<file path="src/rtl/assert_macros.svh">
// Assertion macros used by the top level of the hash table unit.
// Define ASSERT_OFF to compile every check away; no other dependencies.
`ifndef ASSERT_MACROS_SVH
`define ASSERT_MACROS_SVH
`ifndef ASSERT_OFF
// Implication checked at every rising edge, idle while reset is low
`define ASSERT_CLK(lbl, clk, rstn, prop) \
  lbl: assert property (@(posedge clk) disable iff (!(rstn)) (prop)) \
    else $error("assertion failed");
// Same check, also evaluated while reset is held
`define ASSERT_ALWAYS(lbl, clk, prop) \
  lbl: assert property (@(posedge clk) (prop)) else $error("assertion failed");
`else
`define ASSERT_CLK(lbl, clk, rstn, prop)
`define ASSERT_ALWAYS(lbl, clk, prop)
`endif
`endif

</file>
<file path="src/rtl/qph_pkg.sv">
// Shared types and constants of the quadratic probing hash table unit.
// No dependencies; used by the controller, the datapath and the top level.
package qph_pkg;

  localparam int SLOTS_DEF     = 16;
  localparam int KEY_WIDTH_DEF = 31;
  localparam int REQ_W         = 2;
  localparam int IDX_W         = 4;

  // request operation codes; code 3 is unused and always fails
  typedef enum logic [REQ_W-1:0] {
    OP_INSERT = 2'd0,
    OP_SEARCH = 2'd1,
    OP_DELETE = 2'd2
  } op_t;

  localparam logic ST_OK   = 1'b0;
  localparam logic ST_FAIL = 1'b1;

  // controller to datapath
  typedef struct packed {
    logic load;      // latch the request
    logic mod_step;  // one step of the home slot reduction
    logic probe;     // run the probe sequence
    logic clear;     // clear one valid bit
  } cmd_t;

  // datapath to controller
  typedef struct packed {
    logic mod_done;    // this reduction step is the last one
    logic hit;         // probe data matched (empty slot or equal key)
    logic exhausted;   // all probes examined without a hit
    logic clear_last;  // last slot of the clearing pass
  } sts_t;

endpackage

</file>
<file path="src/rtl/qph_ctrl.sv">
// Sequencer of the hash table unit: clearing pass, home slot reduction,
// probe sequence and result strobe. Depends on qph_pkg.
module qph_ctrl (
  input  logic          clk,
  input  logic          rst_n,
  input  logic          start,
  output logic          busy,
  output logic          res_strobe,
  output qph_pkg::cmd_t cmd,
  input  qph_pkg::sts_t sts
);

  typedef enum logic [4:0] {
    S_IDLE  = 5'b00001,
    S_CLEAR = 5'b00010,
    S_MOD   = 5'b00100,
    S_PROBE = 5'b01000,
    S_DONE  = 5'b10000
  } state_t;

  state_t state_r, state_nxt;

  // next state
  always_comb begin
    state_nxt = state_r;
    unique case (state_r)
      S_IDLE:  if (start) state_nxt = S_MOD;
      S_CLEAR: if (sts.clear_last) state_nxt = S_IDLE;
      S_MOD:   if (sts.mod_done) state_nxt = S_PROBE;
      S_PROBE: if (sts.hit || sts.exhausted) state_nxt = S_DONE;
      S_DONE:  state_nxt = S_IDLE;
      default: state_nxt = S_CLEAR;
    endcase
  end

  always_ff @(posedge clk) begin
    if (!rst_n) begin
      state_r <= S_CLEAR;
    end else begin
      state_r <= state_nxt;
    end
  end

  // commands
  always_comb begin
    cmd          = '0;
    cmd.load     = (state_r == S_IDLE) && start;
    cmd.mod_step = (state_r == S_MOD);
    cmd.probe    = (state_r == S_PROBE);
    cmd.clear    = (state_r == S_CLEAR);
  end

  assign busy       = (state_r != S_IDLE);
  assign res_strobe = (state_r == S_DONE);

endmodule

</file>
<file path="src/rtl/qph_datapath.sv">
// Datapath of the hash table unit: request registers, key reduction four bits a cycle
// (a slice for a power of two), quadratic probe address stepping, key and valid
// memories, result registers. Depends on qph_pkg.
module qph_datapath #(
  parameter int SLOTS     = qph_pkg::SLOTS_DEF,
  parameter int KEY_WIDTH = qph_pkg::KEY_WIDTH_DEF
) (
  input  logic                        clk,
  input  logic                        rst_n,
  input  qph_pkg::cmd_t               cmd,
  output qph_pkg::sts_t               sts,
  input  logic [qph_pkg::REQ_W-1:0]   req_type,
  input  logic [KEY_WIDTH-1:0]        key,
  output logic                        res_status,
  output logic [qph_pkg::IDX_W-1:0]   res_slot
);

  localparam int  SW      = (SLOTS > 1) ? $clog2(SLOTS) : 1;
  localparam int  CW      = $clog2(SLOTS + 1);
  localparam int  DIG     = 4;
  localparam int  DGW     = $clog2(DIG);
  localparam int  ND      = (KEY_WIDTH + DIG - 1) / DIG;
  localparam int  KP      = ND * DIG;
  localparam int  DW      = (ND > 1) ? $clog2(ND) : 1;
  localparam int  KX      = (KEY_WIDTH > SW) ? KEY_WIDTH : SW;
  localparam int  SXW     = (SW > qph_pkg::IDX_W) ? SW : qph_pkg::IDX_W;
  localparam bit  IS_POW2 = ((SLOTS & (SLOTS - 1)) == 0);
  localparam logic [SW:0] SLOTS_X = (SW + 1)'(SLOTS);

  logic [qph_pkg::REQ_W-1:0] op_r;
  logic [KEY_WIDTH-1:0]      key_r;
  logic [DW-1:0]             dig_r;
  logic [SW-1:0]             rem_r;
  logic [SW-1:0]             slot_r;
  logic [SW-1:0]             step_r;
  logic [CW-1:0]             cnt_r;
  logic                      rd_pend_r;
  logic [SW-1:0]             rd_slot_r;
  logic [SW-1:0]             clr_cnt_r;
  logic [KEY_WIDTH-1:0]      rd_key_r;
  logic                      rd_valid_r;

  logic [KEY_WIDTH-1:0] key_mem   [SLOTS];
  logic                 valid_mem [SLOTS];

  logic [SW:0]     rem_sum, slot_sum, step_sum;
  logic [SW-1:0]   rem_acc, rem_step, slot_step, step_step;
  logic [KX-1:0]   key_ext;
  logic [KP-1:0]   key_pad;
  logic [DIG-1:0]  digit;
  logic [SXW-1:0]  slot_ext;
  logic            cnt_full, issue, match, hit;

  // home slot: remainder four key bits a cycle, top digit first,
  // or a plain slice for a power of two
  assign key_ext = KX'(key_r);
  assign key_pad = KP'(key_r);
  assign digit   = key_pad[{dig_r, DGW'(0)} +: DIG];
  always_comb begin
    rem_acc = rem_r;
    rem_sum = '0;
    for (int b = DIG - 1; b >= 0; b--) begin
      rem_sum = {rem_acc, digit[b]};
      if (rem_sum >= SLOTS_X) rem_sum = rem_sum - SLOTS_X;
      rem_acc = rem_sum[SW-1:0];
    end
    rem_step = IS_POW2 ? key_ext[SW-1:0] : rem_acc;
  end
  assign sts.mod_done = IS_POW2 || (dig_r == '0);

  // next probe: slot += step (mod SLOTS), step += 2 (mod SLOTS)
  always_comb begin
    slot_sum = {1'b0, slot_r} + {1'b0, step_r};
    if (slot_sum >= SLOTS_X) slot_sum = slot_sum - SLOTS_X;
    slot_step = slot_sum[SW-1:0];
    step_sum = {1'b0, step_r} + (SW + 1)'(2);
    if (step_sum >= SLOTS_X) step_sum = step_sum - SLOTS_X;
    step_step = step_sum[SW-1:0];
  end

  assign cnt_full = (cnt_r == CW'(SLOTS));
  assign issue    = cmd.probe && !cnt_full;

  // compare the slot read in the previous cycle
  always_comb begin
    unique case (qph_pkg::op_t'(op_r))
      qph_pkg::OP_INSERT: match = !rd_valid_r;
      qph_pkg::OP_SEARCH,
      qph_pkg::OP_DELETE: match = rd_valid_r && (rd_key_r == key_r);
      default:            match = 1'b0;
    endcase
  end
  assign hit = rd_pend_r && match;

  assign sts.hit        = hit;
  assign sts.exhausted  = cnt_full && !rd_pend_r;
  assign sts.clear_last = (clr_cnt_r == SW'(SLOTS - 1));

  // control counters
  always_ff @(posedge clk) begin
    if (!rst_n) begin
      rd_pend_r <= 1'b0;
      cnt_r     <= '0;
      clr_cnt_r <= '0;
      dig_r     <= '0;
    end else begin
      if (cmd.clear) clr_cnt_r <= clr_cnt_r + SW'(1);
      if (cmd.load) begin
        dig_r     <= DW'(ND - 1);
        rd_pend_r <= 1'b0;
      end else if (cmd.mod_step) begin
        dig_r <= dig_r - DW'(1);
        if (sts.mod_done) cnt_r <= '0;
      end else begin
        rd_pend_r <= issue;
        if (issue) cnt_r <= cnt_r + CW'(1);
      end
    end
  end

  // request and probe address registers
  always_ff @(posedge clk) begin
    if (cmd.load) begin
      op_r  <= req_type;
      key_r <= key;
      rem_r <= '0;
    end
    if (cmd.mod_step) begin
      rem_r <= rem_step;
      if (sts.mod_done) begin
        slot_r <= rem_step;
        step_r <= SW'(1);
      end
    end
    if (issue) begin
      slot_r <= slot_step;
      step_r <= step_step;
    end
  end

  // memories: registered read at the probe address
  always_ff @(posedge clk) begin
    rd_key_r   <= key_mem[slot_r];
    rd_valid_r <= valid_mem[slot_r];
    rd_slot_r  <= slot_r;
  end

  always_ff @(posedge clk) begin
    if (cmd.clear) begin
      valid_mem[clr_cnt_r] <= 1'b0;
    end else if (cmd.probe && hit) begin
      if (qph_pkg::op_t'(op_r) == qph_pkg::OP_INSERT) begin
        valid_mem[rd_slot_r] <= 1'b1;
      end else if (qph_pkg::op_t'(op_r) == qph_pkg::OP_DELETE) begin
        valid_mem[rd_slot_r] <= 1'b0;
      end
    end
  end

  always_ff @(posedge clk) begin
    if (cmd.probe && hit && (qph_pkg::op_t'(op_r) == qph_pkg::OP_INSERT)) begin
      key_mem[rd_slot_r] <= key_r;
    end
  end

  // result registers
  assign slot_ext = SXW'(rd_slot_r);
  always_ff @(posedge clk) begin
    if (cmd.probe && (hit || sts.exhausted)) begin
      res_status <= hit ? qph_pkg::ST_OK : qph_pkg::ST_FAIL;
      res_slot   <= hit ? slot_ext[qph_pkg::IDX_W-1:0] : '0;
    end
  end

endmodule

</file>
<file path="src/rtl/quadratic_probe_hash_table_unit.sv">
// Quadratic probing hash table. An accepted request first reduces its key to a home slot:
// a plain slice when SLOTS is a power of two, else key mod SLOTS, 4 bits a cycle; then it
// probes until a hit or until all SLOTS probes miss (one memory read a cycle), and strobes.
// A new request is taken only while busy is low; busy stays high until the strobe has passed.
// After reset a clearing pass over all SLOTS slots empties the valid memory with busy
// high. Results are shown for one cycle; the receiver cannot stall.
`include "assert_macros.svh"
module quadratic_probe_hash_table_unit #(
  parameter int SLOTS     = qph_pkg::SLOTS_DEF,
  parameter int KEY_WIDTH = qph_pkg::KEY_WIDTH_DEF
) (
  input  logic                      clk,
  input  logic                      rst_n,
  input  logic                      start,
  output logic                      busy,
  input  logic [qph_pkg::REQ_W-1:0] in_req_type,
  input  logic [KEY_WIDTH-1:0]      in_key,
  output logic                      out_strobe,
  output logic                      out_status,
  output logic [qph_pkg::IDX_W-1:0] out_slot_index
);

  qph_pkg::cmd_t cmd;
  qph_pkg::sts_t sts;

  qph_ctrl u_ctrl (
    .clk        (clk),
    .rst_n      (rst_n),
    .start      (start),
    .busy       (busy),
    .res_strobe (out_strobe),
    .cmd        (cmd),
    .sts        (sts)
  );

  qph_datapath #(
    .SLOTS     (SLOTS),
    .KEY_WIDTH (KEY_WIDTH)
  ) u_dp (
    .clk        (clk),
    .rst_n      (rst_n),
    .cmd        (cmd),
    .sts        (sts),
    .req_type   (in_req_type),
    .key        (in_key),
    .res_status (out_status),
    .res_slot   (out_slot_index)
  );

  // checks
  `ASSERT_CLK(a_accept_busy, clk, rst_n, (start && !busy) |=> busy)
  `ASSERT_CLK(a_strobe_single, clk, rst_n, out_strobe |=> (!out_strobe && !busy))
  `ASSERT_CLK(a_fail_slot_zero, clk, rst_n,
    (out_strobe && (out_status == qph_pkg::ST_FAIL)) |-> (out_slot_index == '0))
  `ASSERT_ALWAYS(a_strobe_busy, clk, out_strobe |-> busy)

endmodule

</file>
<file path="config.mk">
export PLATFORM = sky130hd
export DESIGN_NAME = quadratic_probe_hash_table_unit
export DESIGN_NICKNAME = d
export VERILOG_FILES = /design/src/rtl/qph_pkg.sv /design/src/rtl/qph_ctrl.sv /design/src/rtl/qph_datapath.sv /design/src/rtl/quadratic_probe_hash_table_unit.sv
export VERILOG_INCLUDE_DIRS = /design/src /design/src/rtl
export SDC_FILE = /design/constraint.sdc
export NUM_CORES = 1
export LEC_CHECK = 0
export BUFFER_PORTS_ARGS = -buffer_cell sky130_fd_sc_hd__buf_2
export CAP_MARGIN = 20
export CORE_MARGIN = 2
export CORE_UTILIZATION = 56
export CTS_CLUSTER_SIZE = 14
export DETAILED_ROUTE_END_ITERATION = 7
export PLACE_DENSITY = 0.81
export SKIP_LAST_GASP = 1
export SLEW_MARGIN = 10
export SYNTH_ARGS = -nofsm -noshare
export SYNTH_HDL_FRONTEND = slang
export SYNTH_SLANG_ARGS = --single-unit
</file>
<file path="constraint.sdc">
create_clock -name clk -period 5.17 [get_ports clk]
set_clock_uncertainty 0.1 [all_clocks]
set_input_delay 0.517 -clock clk [delete_from_list [all_inputs] [get_ports clk]]
set_output_delay 0.517 -clock clk [all_outputs]
set_load 0.02 [all_outputs]
</file>
==> impl_metrics.json, run 1 <==
{
  "yosysUniqueCellTypes": 45,
  "slew_headroom_pct": 31.2,
  "via_count": 11100,
  "synth-compound-area-share_pct": 1.02,
  "final_cells": 1750,
  "max_cap_viol_count": 0,
  "synth_edf_count": 557,
  "grt_max_degree": 128,
  "cp.arrival_ps": 4410,
  "ys_seq_elements": 608,
  "vdd_ir_drop_max_v": 0.000249,
  "path_clk_slew_ps": 60,
  "num_io_pins": 43,
  "synth_top_area_share_pct": 72.1,
  "grt_pass1_vias": 11600,
  "via_per_inst": 6.32,
  "synth_top_flop_cell": "edfxtp_1",
  "critPathMaxFanout": 38,
  "setup_ws_ps": 890,
  "post-route-min-period_ps": 4280,
  "setup_viol": 0,
  "ff2ff_setup_slack_ps": 890,
  "rsz0062_at_grt": "no",
  "cp-end-kind": "flop",
  "row_count": 74,
  "p_per_area_nw_per_um2": 361,
  "grt_pass1_wl_mm": 71.6,
  "syn2layout_area_growth_pct": 13.3,
  "yosysWarnings": 0,
  "syn-cell-area_sq_um": 23200,
  "outcome": "completed",
  "cts_resized": 0,
  "hp-class": "in -> reg",
  "die-width_microns": 208,
  "final_antenna_net_count": 0,
  "muxShareOfSynthArea_pct": 15.7,
  "htree_levels": 2,
  "drc": 0,
  "start_util_pct": 56.8,
  "finalHoldViolCount": 0,
  "hpwl_mm": 24.5,
  "cts_buffer_depth": 3,
  "fin_area_sq_um": 26300,
  "diodes": 0,
  "antenna_found_initial": 0,
  "cts_sinks": 608,
  "drtPass1Iterations": 5,
  "avgSynthCellArea_sq_um": 21.8,
  "dp_slack_ps": 1010,
  "synth_cells": 1062,
  "drive_gt1_share_pct": 26.6,
  "synth_top_family_by_area": "multiplexers",
  "nets": 1215,
  "worstMarginPinSlew_ps": 1030,
  "async_reset_ff_share_pct": 0,
  "finalPower_mw": 9.49,
  "synth.area.top_cells": "edfxtp_1 72%, mux4_2 15%, dfxtp_1 4.4%",
  "coreArea_sq_um": 40800,
  "dp.cells": 1615,
  "synth_xor_area_share_pct": 1.59,
  "critPathRequiredTime_ps": 5300,
  "post-route-period-util_pct": 82.8,
  "die_h_microns": 208,
  "p_leak_nw": 8.41,
  "synthAdderAreaFrac_pct": 0.572,
  "worst-setup-path-type": "reg -> reg",
  "wl_per_cell_microns": 27.0,
  "tritoncts": "yes",
  "cp-start-kind": "flop",
  "cts_inserted_buffers": 57,
  "clock.fmax_mhz": 234,
  "grt-ovfl-total": 0,
  "clock-root-buffer": "clkbuf_16",
  "port_buffers": 42,
  "drt-total-wl_mm": 47.2,
  "num-fill-cells": 2579,
  "grtUsageTotal_pct": 22.5,
  "dieArea_sq_um": 43100,
  "syn-num-nets": 1108,
  "drt_iter0_drc": 1237,
  "fin_setup_tns_ps": 0,
  "place_area_sq_um": 24200,
  "clock_latency_ps": 610,
  "yosys.area.top_type": "edfxtp_1",
  "ys_seq_area_share_pct": 76.5,
  "gp_congestion": 0.794,
  "synth-simple-area-share_pct": 3.10,
  "maxSlewViolCount": 0
}
-- power by group --
group          switching (mW)  leakage (nW)  internal, mW
Clock                    1.76         0.868          2.30
Sequential             0.0154          5.43          5.31
Combinational          0.0496          2.12        0.0526
Total                    1.83          8.41          7.66
-- metal layers --
metal | up-vias | GRT usage [%] | wire (microns)
li1 | 4619 | - | -
met1 | 5788 | 31.1 | 18300
met2 | 575 | 37.1 | 23900
met3 | 83 | 4.04 | 3900
met4 | 0 | 6.95 | 1130
met5 | - | 0 | 0
-- layout make-up --
class / count / area (sq um) / area share [%]
tap: 532 / 666 / 2.53
clock buffer: 80 / 1560 / 5.92
multi-input combinational: 389 / 5250 / 20.0
timing repair buffer: 99 / 763 / 2.90
inverter: 14 / 52.6 / 0.200
clock inverter: 28 / 251 / 0.957
sequential: 608 / 17700 / 67.5
-- critical path, stage by stage (launching register included) --
cell      delay (ps)
edfxtp_1         620
xor2_1           260
nor4_1           760
nand4_1          260
o21ai_0          280
nand2b_2         560
nor4_2           460
buf_4            570
-- kinds of logic after synthesis --
family / Yosys count
flip-flops: 608
multiplexers: 161
AND/OR/NAND/NOR: 139
buffers and inverters: 65
XOR/XNOR: 42
AO/OA/AOI/OAI: 37
adder cells (fa/ha/maj): 10
-- sequential cells by signal (all words and copies together), names as in the netlist --
register / cells
u_dp.rd_pend_r: 1
u_dp.clr_cnt_r: 4
u_dp.rd_valid_r: 1
u_dp.key_ext: 31
u_dp.key_mem: 496
u_dp.res_slot: 4
u_dp.rd_slot_r: 4
u_dp.step_r: 3
u_dp.slot_r: 4
u_dp.op_r: 2
u_dp.rd_key_r: 31
u_ctrl.state_r: 5
u_dp.valid_mem: 16
u_dp.cnt_r: 5
u_dp.res_status: 1
-- per-stage QoR --
step           utilization [%]  hold slack [ps]
6_report                  64.4             29.9
5_1_grt                   64.4             9.98
4_1_cts                   64.4             17.4
3_5_place_dp              59.3              379
3_3_place_gp              59.2              378
2_1_floorplan                -              246
-- Yosys cell counts (3+ instances only) --
| master | n |
|---|---|
| dfxtp_1 | 51 |
| nand3_1 | 11 |
| a21boi_0 | 4 |
| o22ai_1 | 9 |
| buf_6 | 10 |
| xnor2_1 | 7 |
| buf_2 | 7 |
| nand4_1 | 12 |
| or3_1 | 6 |
| inv_1 | 13 |
| mux4_2 | 151 |
| and3_1 | 4 |
| o32ai_1 | 3 |
| clkbuf_1 | 20 |
| mux4_1 | 9 |
| xor2_1 | 35 |
| nor4_1 | 19 |
| nor2_1 | 29 |
| buf_1 | 12 |
| o21ai_0 | 13 |
| nor3_1 | 10 |
| and2_1 | 4 |
| ha_1 | 9 |
| nand2_1 | 28 |
| nand2b_1 | 4 |
| edfxtp_1 | 557 |
-- final timing paths --
kind | from | to | cells past startpoint
worst max register to register | u_dp.key_ext[17]$_DFFE_PP_ | u_dp.key_mem[7][4]$_DFFE_PP_ | 7
worst min register to register | u_dp.rd_pend_r$_SDFFE_PP0P_ | u_dp.rd_pend_r$_SDFFE_PP0P_ | 2
worst min-delay path | in_key[21] | u_dp.key_ext[21]$_DFFE_PP_ | 1
worst max-delay path | u_dp.key_ext[17]$_DFFE_PP_ | u_dp.key_mem[7][4]$_DFFE_PP_ | 7
-- cell usage in the layout (no fill, tap or decap), types with 5 or more instances in the layout --
cell	netlist	final
clkbuf_16	0	59
or3_1	6	6
nor4_2	0	6
o22ai_1	9	9
nand4_1	12	12
clkinv_2	0	10
edfxtp_1	557	557
xnor2_1	7	7
xor2_1	35	35
mux4_2	151	151
dlygate4sd3_1	0	27
clkinvlp_4	0	5
clkinv_1	1	8
nand2_1	28	28
mux4_1	9	9
nand3_1	11	11
dfxtp_1	51	51
o21ai_0	13	13
inv_1	13	13
clkbuf_1	20	21
buf_4	0	26
nor4_1	19	8
nor3_2	1	6
nor4_4	0	5
nor2_1	29	29
ha_1	9	9
nor3_1	10	5
buf_2	7	42
-- timing repair --
action                                  4_1_cts  5_1_grt
hold endpoints to repair                     27        0
setup buffers                                 0        0
hold buffers                                 27        0
endpoints found under the setup margin        0        0
(Power assumes the default switching activity.)
==> run 2: changes to the inputs <==
CORE_UTILIZATION = 62   (was 56)
PLACE_DENSITY = 0.85   (was 0.81)
clock period = 4.4 ns   (was 5.17 ns; I/O delays follow)
==> run 2 against run 1 <==
Sequential power up 17%. Cell area rose by 0.35%. Critical endpoint is now u_dp.key_mem[4][16]$_DFFE_PP_. Via count grew 3.6%. Largest cell class unchanged. Count of clock-buffer cells in the layout rose by 2. Non-clock buffer count is 22 higher. Die area fell by 9.5%. Clock power rose by 13%. Fmax rose by 6.4%. Total power rose by 15%. Final cell count is 2.7% lower. Worst hold slack gained 56 ps.
==> impl_metrics.json, run 2 (same netlist as run 1, synthesis figures left out) <==
{
  "grt_pass1_vias": 11700,
  "critPathMaxFanout": 31,
  "via_count": 11500,
  "die-width_microns": 197,
  "fin_setup_tns_ps": 0,
  "nets": 1235,
  "antenna_found_initial": 0,
  "grt_pass1_wl_mm": 74.3,
  "drtPass1Iterations": 6,
  "p_seq_share_pct": 57.1,
  "worstMarginPinSlew_ps": 943,
  "ff2ff_setup_slack_ps": 380,
  "syn2layout_area_growth_pct": 13.7,
  "cts_resized": 0,
  "post-route-period-util_pct": 91.5,
  "final_antenna_net_count": 0,
  "pwr-share-comb_pct": 1.2,
  "p_int_mw": 8.84,
  "wl_met3_mm": 4.33,
  "final_common_cell": "edfxtp_1",
  "clock.fmax_mhz": 248,
  "layout_common_cells": "557 x edfxtp_1, 151 x mux4_2, 56 x clkbuf_16",
  "p_per_area_nw_per_um2": 415,
  "slew_headroom_pct": 37.1,
  "wirelength_met1_mm": 18.8,
  "cts_inserted_buffers": 55,
  "postCtsSetupRepairBufs": 0,
  "drc": 0,
  "grt_max_degree": 71,
  "grtUsageTotal_pct": 26.6,
  "post-route-min-period_ps": 4020,
  "maxSlewViolCount": 0,
  "top_layer": "met4",
  "coreArea_sq_um": 36700,
  "hpwl_mm": 27.3,
  "port_buffers": 42,
  "diodes": 0,
  "num_io_pins": 43,
  "path_clk_slew_ps": 60,
  "final_cells": 1702,
  "htree_levels": 2,
  "wl_per_cell_microns": 29.4,
  "critPathRequiredTime_ps": 4580,
  "worst-setup-path-type": "reg -> reg",
  "grt-ovfl-total": 0,
  "via_per_inst": 6.73,
  "top_register": "u_dp.key_mem",
  "dp.cells": 1565,
  "max_cap_viol_count": 0,
  "dieArea_sq_um": 39000,
  "clock-root-buffer": "clkbuf_16",
  "cts_sinks": 608,
  "finalPower_mw": 10.9,
  "start_util_pct": 63.2,
  "cp-start-kind": "flop",
  "route.met2.wl_mm": 25.4,
  "drt-total-wl_mm": 50.0,
  "setup_viol": 0,
  "finalHoldViolCount": 0,
  "largest_reg_flops": 496,
  "pwr-share-clk_pct": 41.7,
  "vdd_ir_drop_max_v": 0.000440,
  "drt_iter0_drc": 1511,
  "outcome": "completed",
  "p_leak_nw": 8.58,
  "cp-end-kind": "flop",
  "gp_congestion": 0.817,
  "die_h_microns": 197,
  "drive_gt1_share_pct": 27.0,
  "hold_ws_ps": 85.7,
  "p_switching_mw": 2.10,
  "clock_latency_ps": 600,
  "cp.arrival_ps": 4200,
  "swShare_pct": 19.2,
  "tritoncts": "yes",
  "cts.hold.buffers_added": 34,
  "cts_buffer_depth": 3,
  "row_count": 70,
  "hp-class": "in -> reg",
  "rsz0062_at_grt": "no"
}
[run 2: worst paths after layout]
path                                                  start                             end  depth (start not counted)
worst max-delay path              u_dp.key_ext[1]$_DFFE_PP_   u_dp.key_mem[4][16]$_DFFE_PP_                          8
worst min-delay path                                  rst_n  u_dp.clr_cnt_r[3]$_SDFFE_PN0N_                          2
worst max register to register    u_dp.key_ext[1]$_DFFE_PP_   u_dp.key_mem[4][16]$_DFFE_PP_                          8
worst min register to register  u_dp.rd_pend_r$_SDFFE_PP0P_     u_dp.rd_pend_r$_SDFFE_PP0P_                          2
[run 2: critical path, stage by stage, from the launching register on]
cell,delay (ps)
edfxtp_1,750
xor2_1,190
nor4_1,730
nand4_1,280
o21ai_0,270
nand2b_2,430
buf_4,390
nor3_4,230
buf_12,290
[run 2: per-layer routing]
| layer | track usage (%) | vias up |
|---|---|---|
| met5 | 0 | - |
| li1 | - | 4671 |
| met4 | 8.47 | 0 |
| met1 | 36.3 | 5965 |
| met3 | 5.58 | 113 |
| met2 | 43.8 | 713 |
[run 2: final cells by class]
cell class / instances / area [sq um]
Sequential cell: 608 / 17700
Inverter: 14 / 52.6
Fill cell: 1999 / 10300
Timing Repair Buffer: 121 / 1020
Multi-Input combinational cell: 389 / 5280
Clock inverter: 20 / 144
Tap cell: 468 / 586
Clock buffer: 82 / 1550
[run 2: metrics by stage]
step,utilization [%],cell area (sq um),worst slack [ps]
finish,71.9,26400,376
global route,71.9,26400,223
CTS,71.8,26300,530
detailed placement,66.3,24300,543
global placement,66.2,24300,486
floorplan,-,23300,-815
[run 2: power by group through the flow]
stage / Clock, mW / Combinational (mW) / Sequential [mW]
2_1_floorplan: 0 / 0.0683 / 6.37
3_3_place_gp: 0 / 0.0982 / 6.37
3_5_place_dp: 0 / 0.101 / 6.38
4_1_cts: 4.61 / 0.126 / 6.25
5_1_grt: 4.83 / 0.139 / 6.25
6_report: 4.57 / 0.127 / 6.25
==> run 3: changes to the inputs <==
clock period = 4 ns   (was 4.4 ns; I/O delays follow)
==> run 3 against run 2 <==
Clock power is 15% higher. Die area stayed put. Global-route usage is 1.9 points higher. Flip-flop and latch count stayed put. Wire length is 7.6% higher. Cell area is 1.3% higher. Critical path type unchanged. Largest cell class unchanged. Sequential share of layout area is 0.84 points lower. Utilization is 0.91 points higher. Highest routed layer unchanged. Fmax is 4.5% higher. Total power is 12% higher. Combinational power is 9% higher. Setup slack worse by 230 ps.
==> impl_metrics.json, run 3 (same netlist as run 1, synthesis figures left out) <==
{
  "p_leak_nw": 8.73,
  "crit_buf_inv": 3,
  "vdd_ir_drop_max_v": 0.000479,
  "coreArea_sq_um": 36700,
  "ff2ff_setup_slack_ps": 150,
  "die_h_microns": 197,
  "start_util_pct": 63.2,
  "cp-end-kind": "flop",
  "max_cap_viol_count": 0,
  "dieArea_sq_um": 39000,
  "worst-setup-path-type": "reg -> reg",
  "cp.arrival_ps": 3990,
  "drive_gt1_share_pct": 28.4,
  "outcome": "completed",
  "setup_viol": 0,
  "path_clk_slew_ps": 60,
  "setup_ws_ps": 149,
  "drc": 0,
  "grt_max_degree": 68,
  "num_io_pins": 43,
  "largest_reg_flops": 496,
  "worstMarginPinSlew_ps": 973,
  "nets": 1250,
  "crit_top_cell": "buf_4",
  "cts_resized": 0,
  "tritoncts": "yes",
  "post-route-min-period_ps": 3850,
  "cp-startpoint": "u_dp.key_ext[20]$_DFFE_PP_",
  "finalHoldViolCount": 0,
  "cts_inserted_buffers": 55,
  "slowest_delay_ps": 620,
  "fin_area_sq_um": 26700,
  "worst-path-stages": 9,
  "slew_headroom_pct": 35.1,
  "layout_common_cells": "557 x edfxtp_1, 151 x mux4_2, 57 x clkbuf_16",
  "grtUsageTotal_pct": 28.5,
  "place_area_sq_um": 24600,
  "wl_per_cell_microns": 31.4,
  "final_common_cell": "edfxtp_1",
  "cp_slowest_cell": "edfxtp_1",
  "timing.rr.end": "u_dp.key_mem[8][11]$_DFFE_PP_",
  "pwr-share-clk_pct": 42.9,
  "p_switching_mw": 2.36,
  "final_cells": 1716,
  "post-route-period-util_pct": 96.3,
  "htree_levels": 2,
  "final_antenna_net_count": 0,
  "p_per_area_nw_per_um2": 460,
  "grt_pass1_wl_mm": 78.8,
  "dp.cells": 1580,
  "finalPower_mw": 12.3,
  "dp_slack_ps": 395,
  "cp-start-kind": "flop",
  "drt-total-wl_mm": 53.8,
  "syn2layout_area_growth_pct": 15.1,
  "clock_latency_ps": 600,
  "critPathRequiredTime_ps": 4140,
  "r2r-start": "u_dp.key_ext[20]$_DFFE_PP_",
  "clock-root-buffer": "clkbuf_16",
  "top_register": "u_dp.key_mem",
  "cp_top_family": "simple AND/OR/NAND/NOR gates",
  "diodes": 0,
  "grt-ovfl-total": 0,
  "p_seq_share_pct": 56.0,
  "hp-class": "in -> reg",
  "critPathMaxFanout": 17,
  "rsz0062_at_grt": "no",
  "p_int_mw": 9.92,
  "final_util_pct": 72.8,
  "crit_path_cell_trace": "xor2_1, nor4_1, buf_4, nand4_1, o21ai_0, nand2b_2, buf_4, nor3_4, buf_4",
  "pwr-share-comb_pct": 1.1,
  "die-width_microns": 197,
  "cts_buffer_depth": 3,
  "rr_worst_depth": 9,
  "drt_iter0_drc": 1928,
  "antenna_found_initial": 0,
  "grt_pass1_vias": 12100,
  "crit_end": "u_dp.key_mem[8][11]$_DFFE_PP_",
  "via_count": 11700,
  "port_buffers": 42,
  "clock.fmax_mhz": 260,
  "cts_sinks": 608,
  "via_per_inst": 6.83,
  "gp_congestion": 0.849,
  "swShare_pct": 19.2,
  "row_count": 70,
  "drtPass1Iterations": 6,
  "maxSlewViolCount": 0,
  "hpwl_mm": 28.3
}
run 3: cell count changes in the layout (fill, tap and decap cells not counted), sizes merged:
cell / change
buf: +16
clkbuf: -4
bufinv: +2
run 3: through the flow:
step                      hold slack, ps  setup TNS, ps
after CTS                           37.8              0
after global routing                52.3              0
after global placement               302              0
final                               40.7              0
after floorplan                      246        -223260
after detailed placement             312              0
run 3: what timing repair did:
item,4_1_cts,5_1_grt
endpoints found under the hold margin,34,0
hold buffers,34,0
setup buffers,0,0
setup endpoints to repair,0,0
run 3: how the worst min path moves through the flow:
| stage | start | end | slack, ps | cells past startpoint |
|---|---|---|---|---|
| floorplan | u_dp.slot_r[3]$_DFFE_PP_ | u_dp.rd_slot_r[3]$_DFF_P_ | 250 | 0 |
| global placement | u_dp.slot_r[3]$_DFFE_PP_ | u_dp.rd_slot_r[3]$_DFF_P_ | 300 | 0 |
| detailed placement | u_dp.slot_r[2]$_DFFE_PP_ | u_dp.rd_slot_r[2]$_DFF_P_ | 310 | 0 |
| CTS | rst_n | u_dp.rd_pend_r$_SDFFE_PP0P_ | 40 | 2 |
| global route | rst_n | u_dp.rd_pend_r$_SDFFE_PP0P_ | 50 | 2 |
| finish | rst_n | u_dp.rd_pend_r$_SDFFE_PP0P_ | 40 | 2 |
run 3: metal layers:
metal	GRT usage [%]	vias up	wire length, microns
li1	-	4691	-
met1	38.5	6073	19700
met5	0	-	0
met4	8.88	0	1900
met2	47.8	815	27600
met3	5.41	134	4650
run 3: power groups by stage:
stage / combinational, mW / sequential (mW) / clock, mW
floorplan: 0.0751 / 7.01 / 0
global placement: 0.108 / 7.01 / 0
detailed placement: 0.111 / 7.01 / 0
CTS: 0.137 / 6.88 / 5.30
global route: 0.154 / 6.87 / 5.53
finish: 0.138 / 6.88 / 5.27
run 3: layout make-up:
class                           count  area (sq um)
Sequential cell                   608         17700
Clock buffer                       79          1580
Timing Repair Buffer              136          1260
Clock inverter                     22           208
Multi-Input combinational cell    389          5280
Tap cell                          468           586
Inverter                           14          52.6
Fill cell                        1946          9990
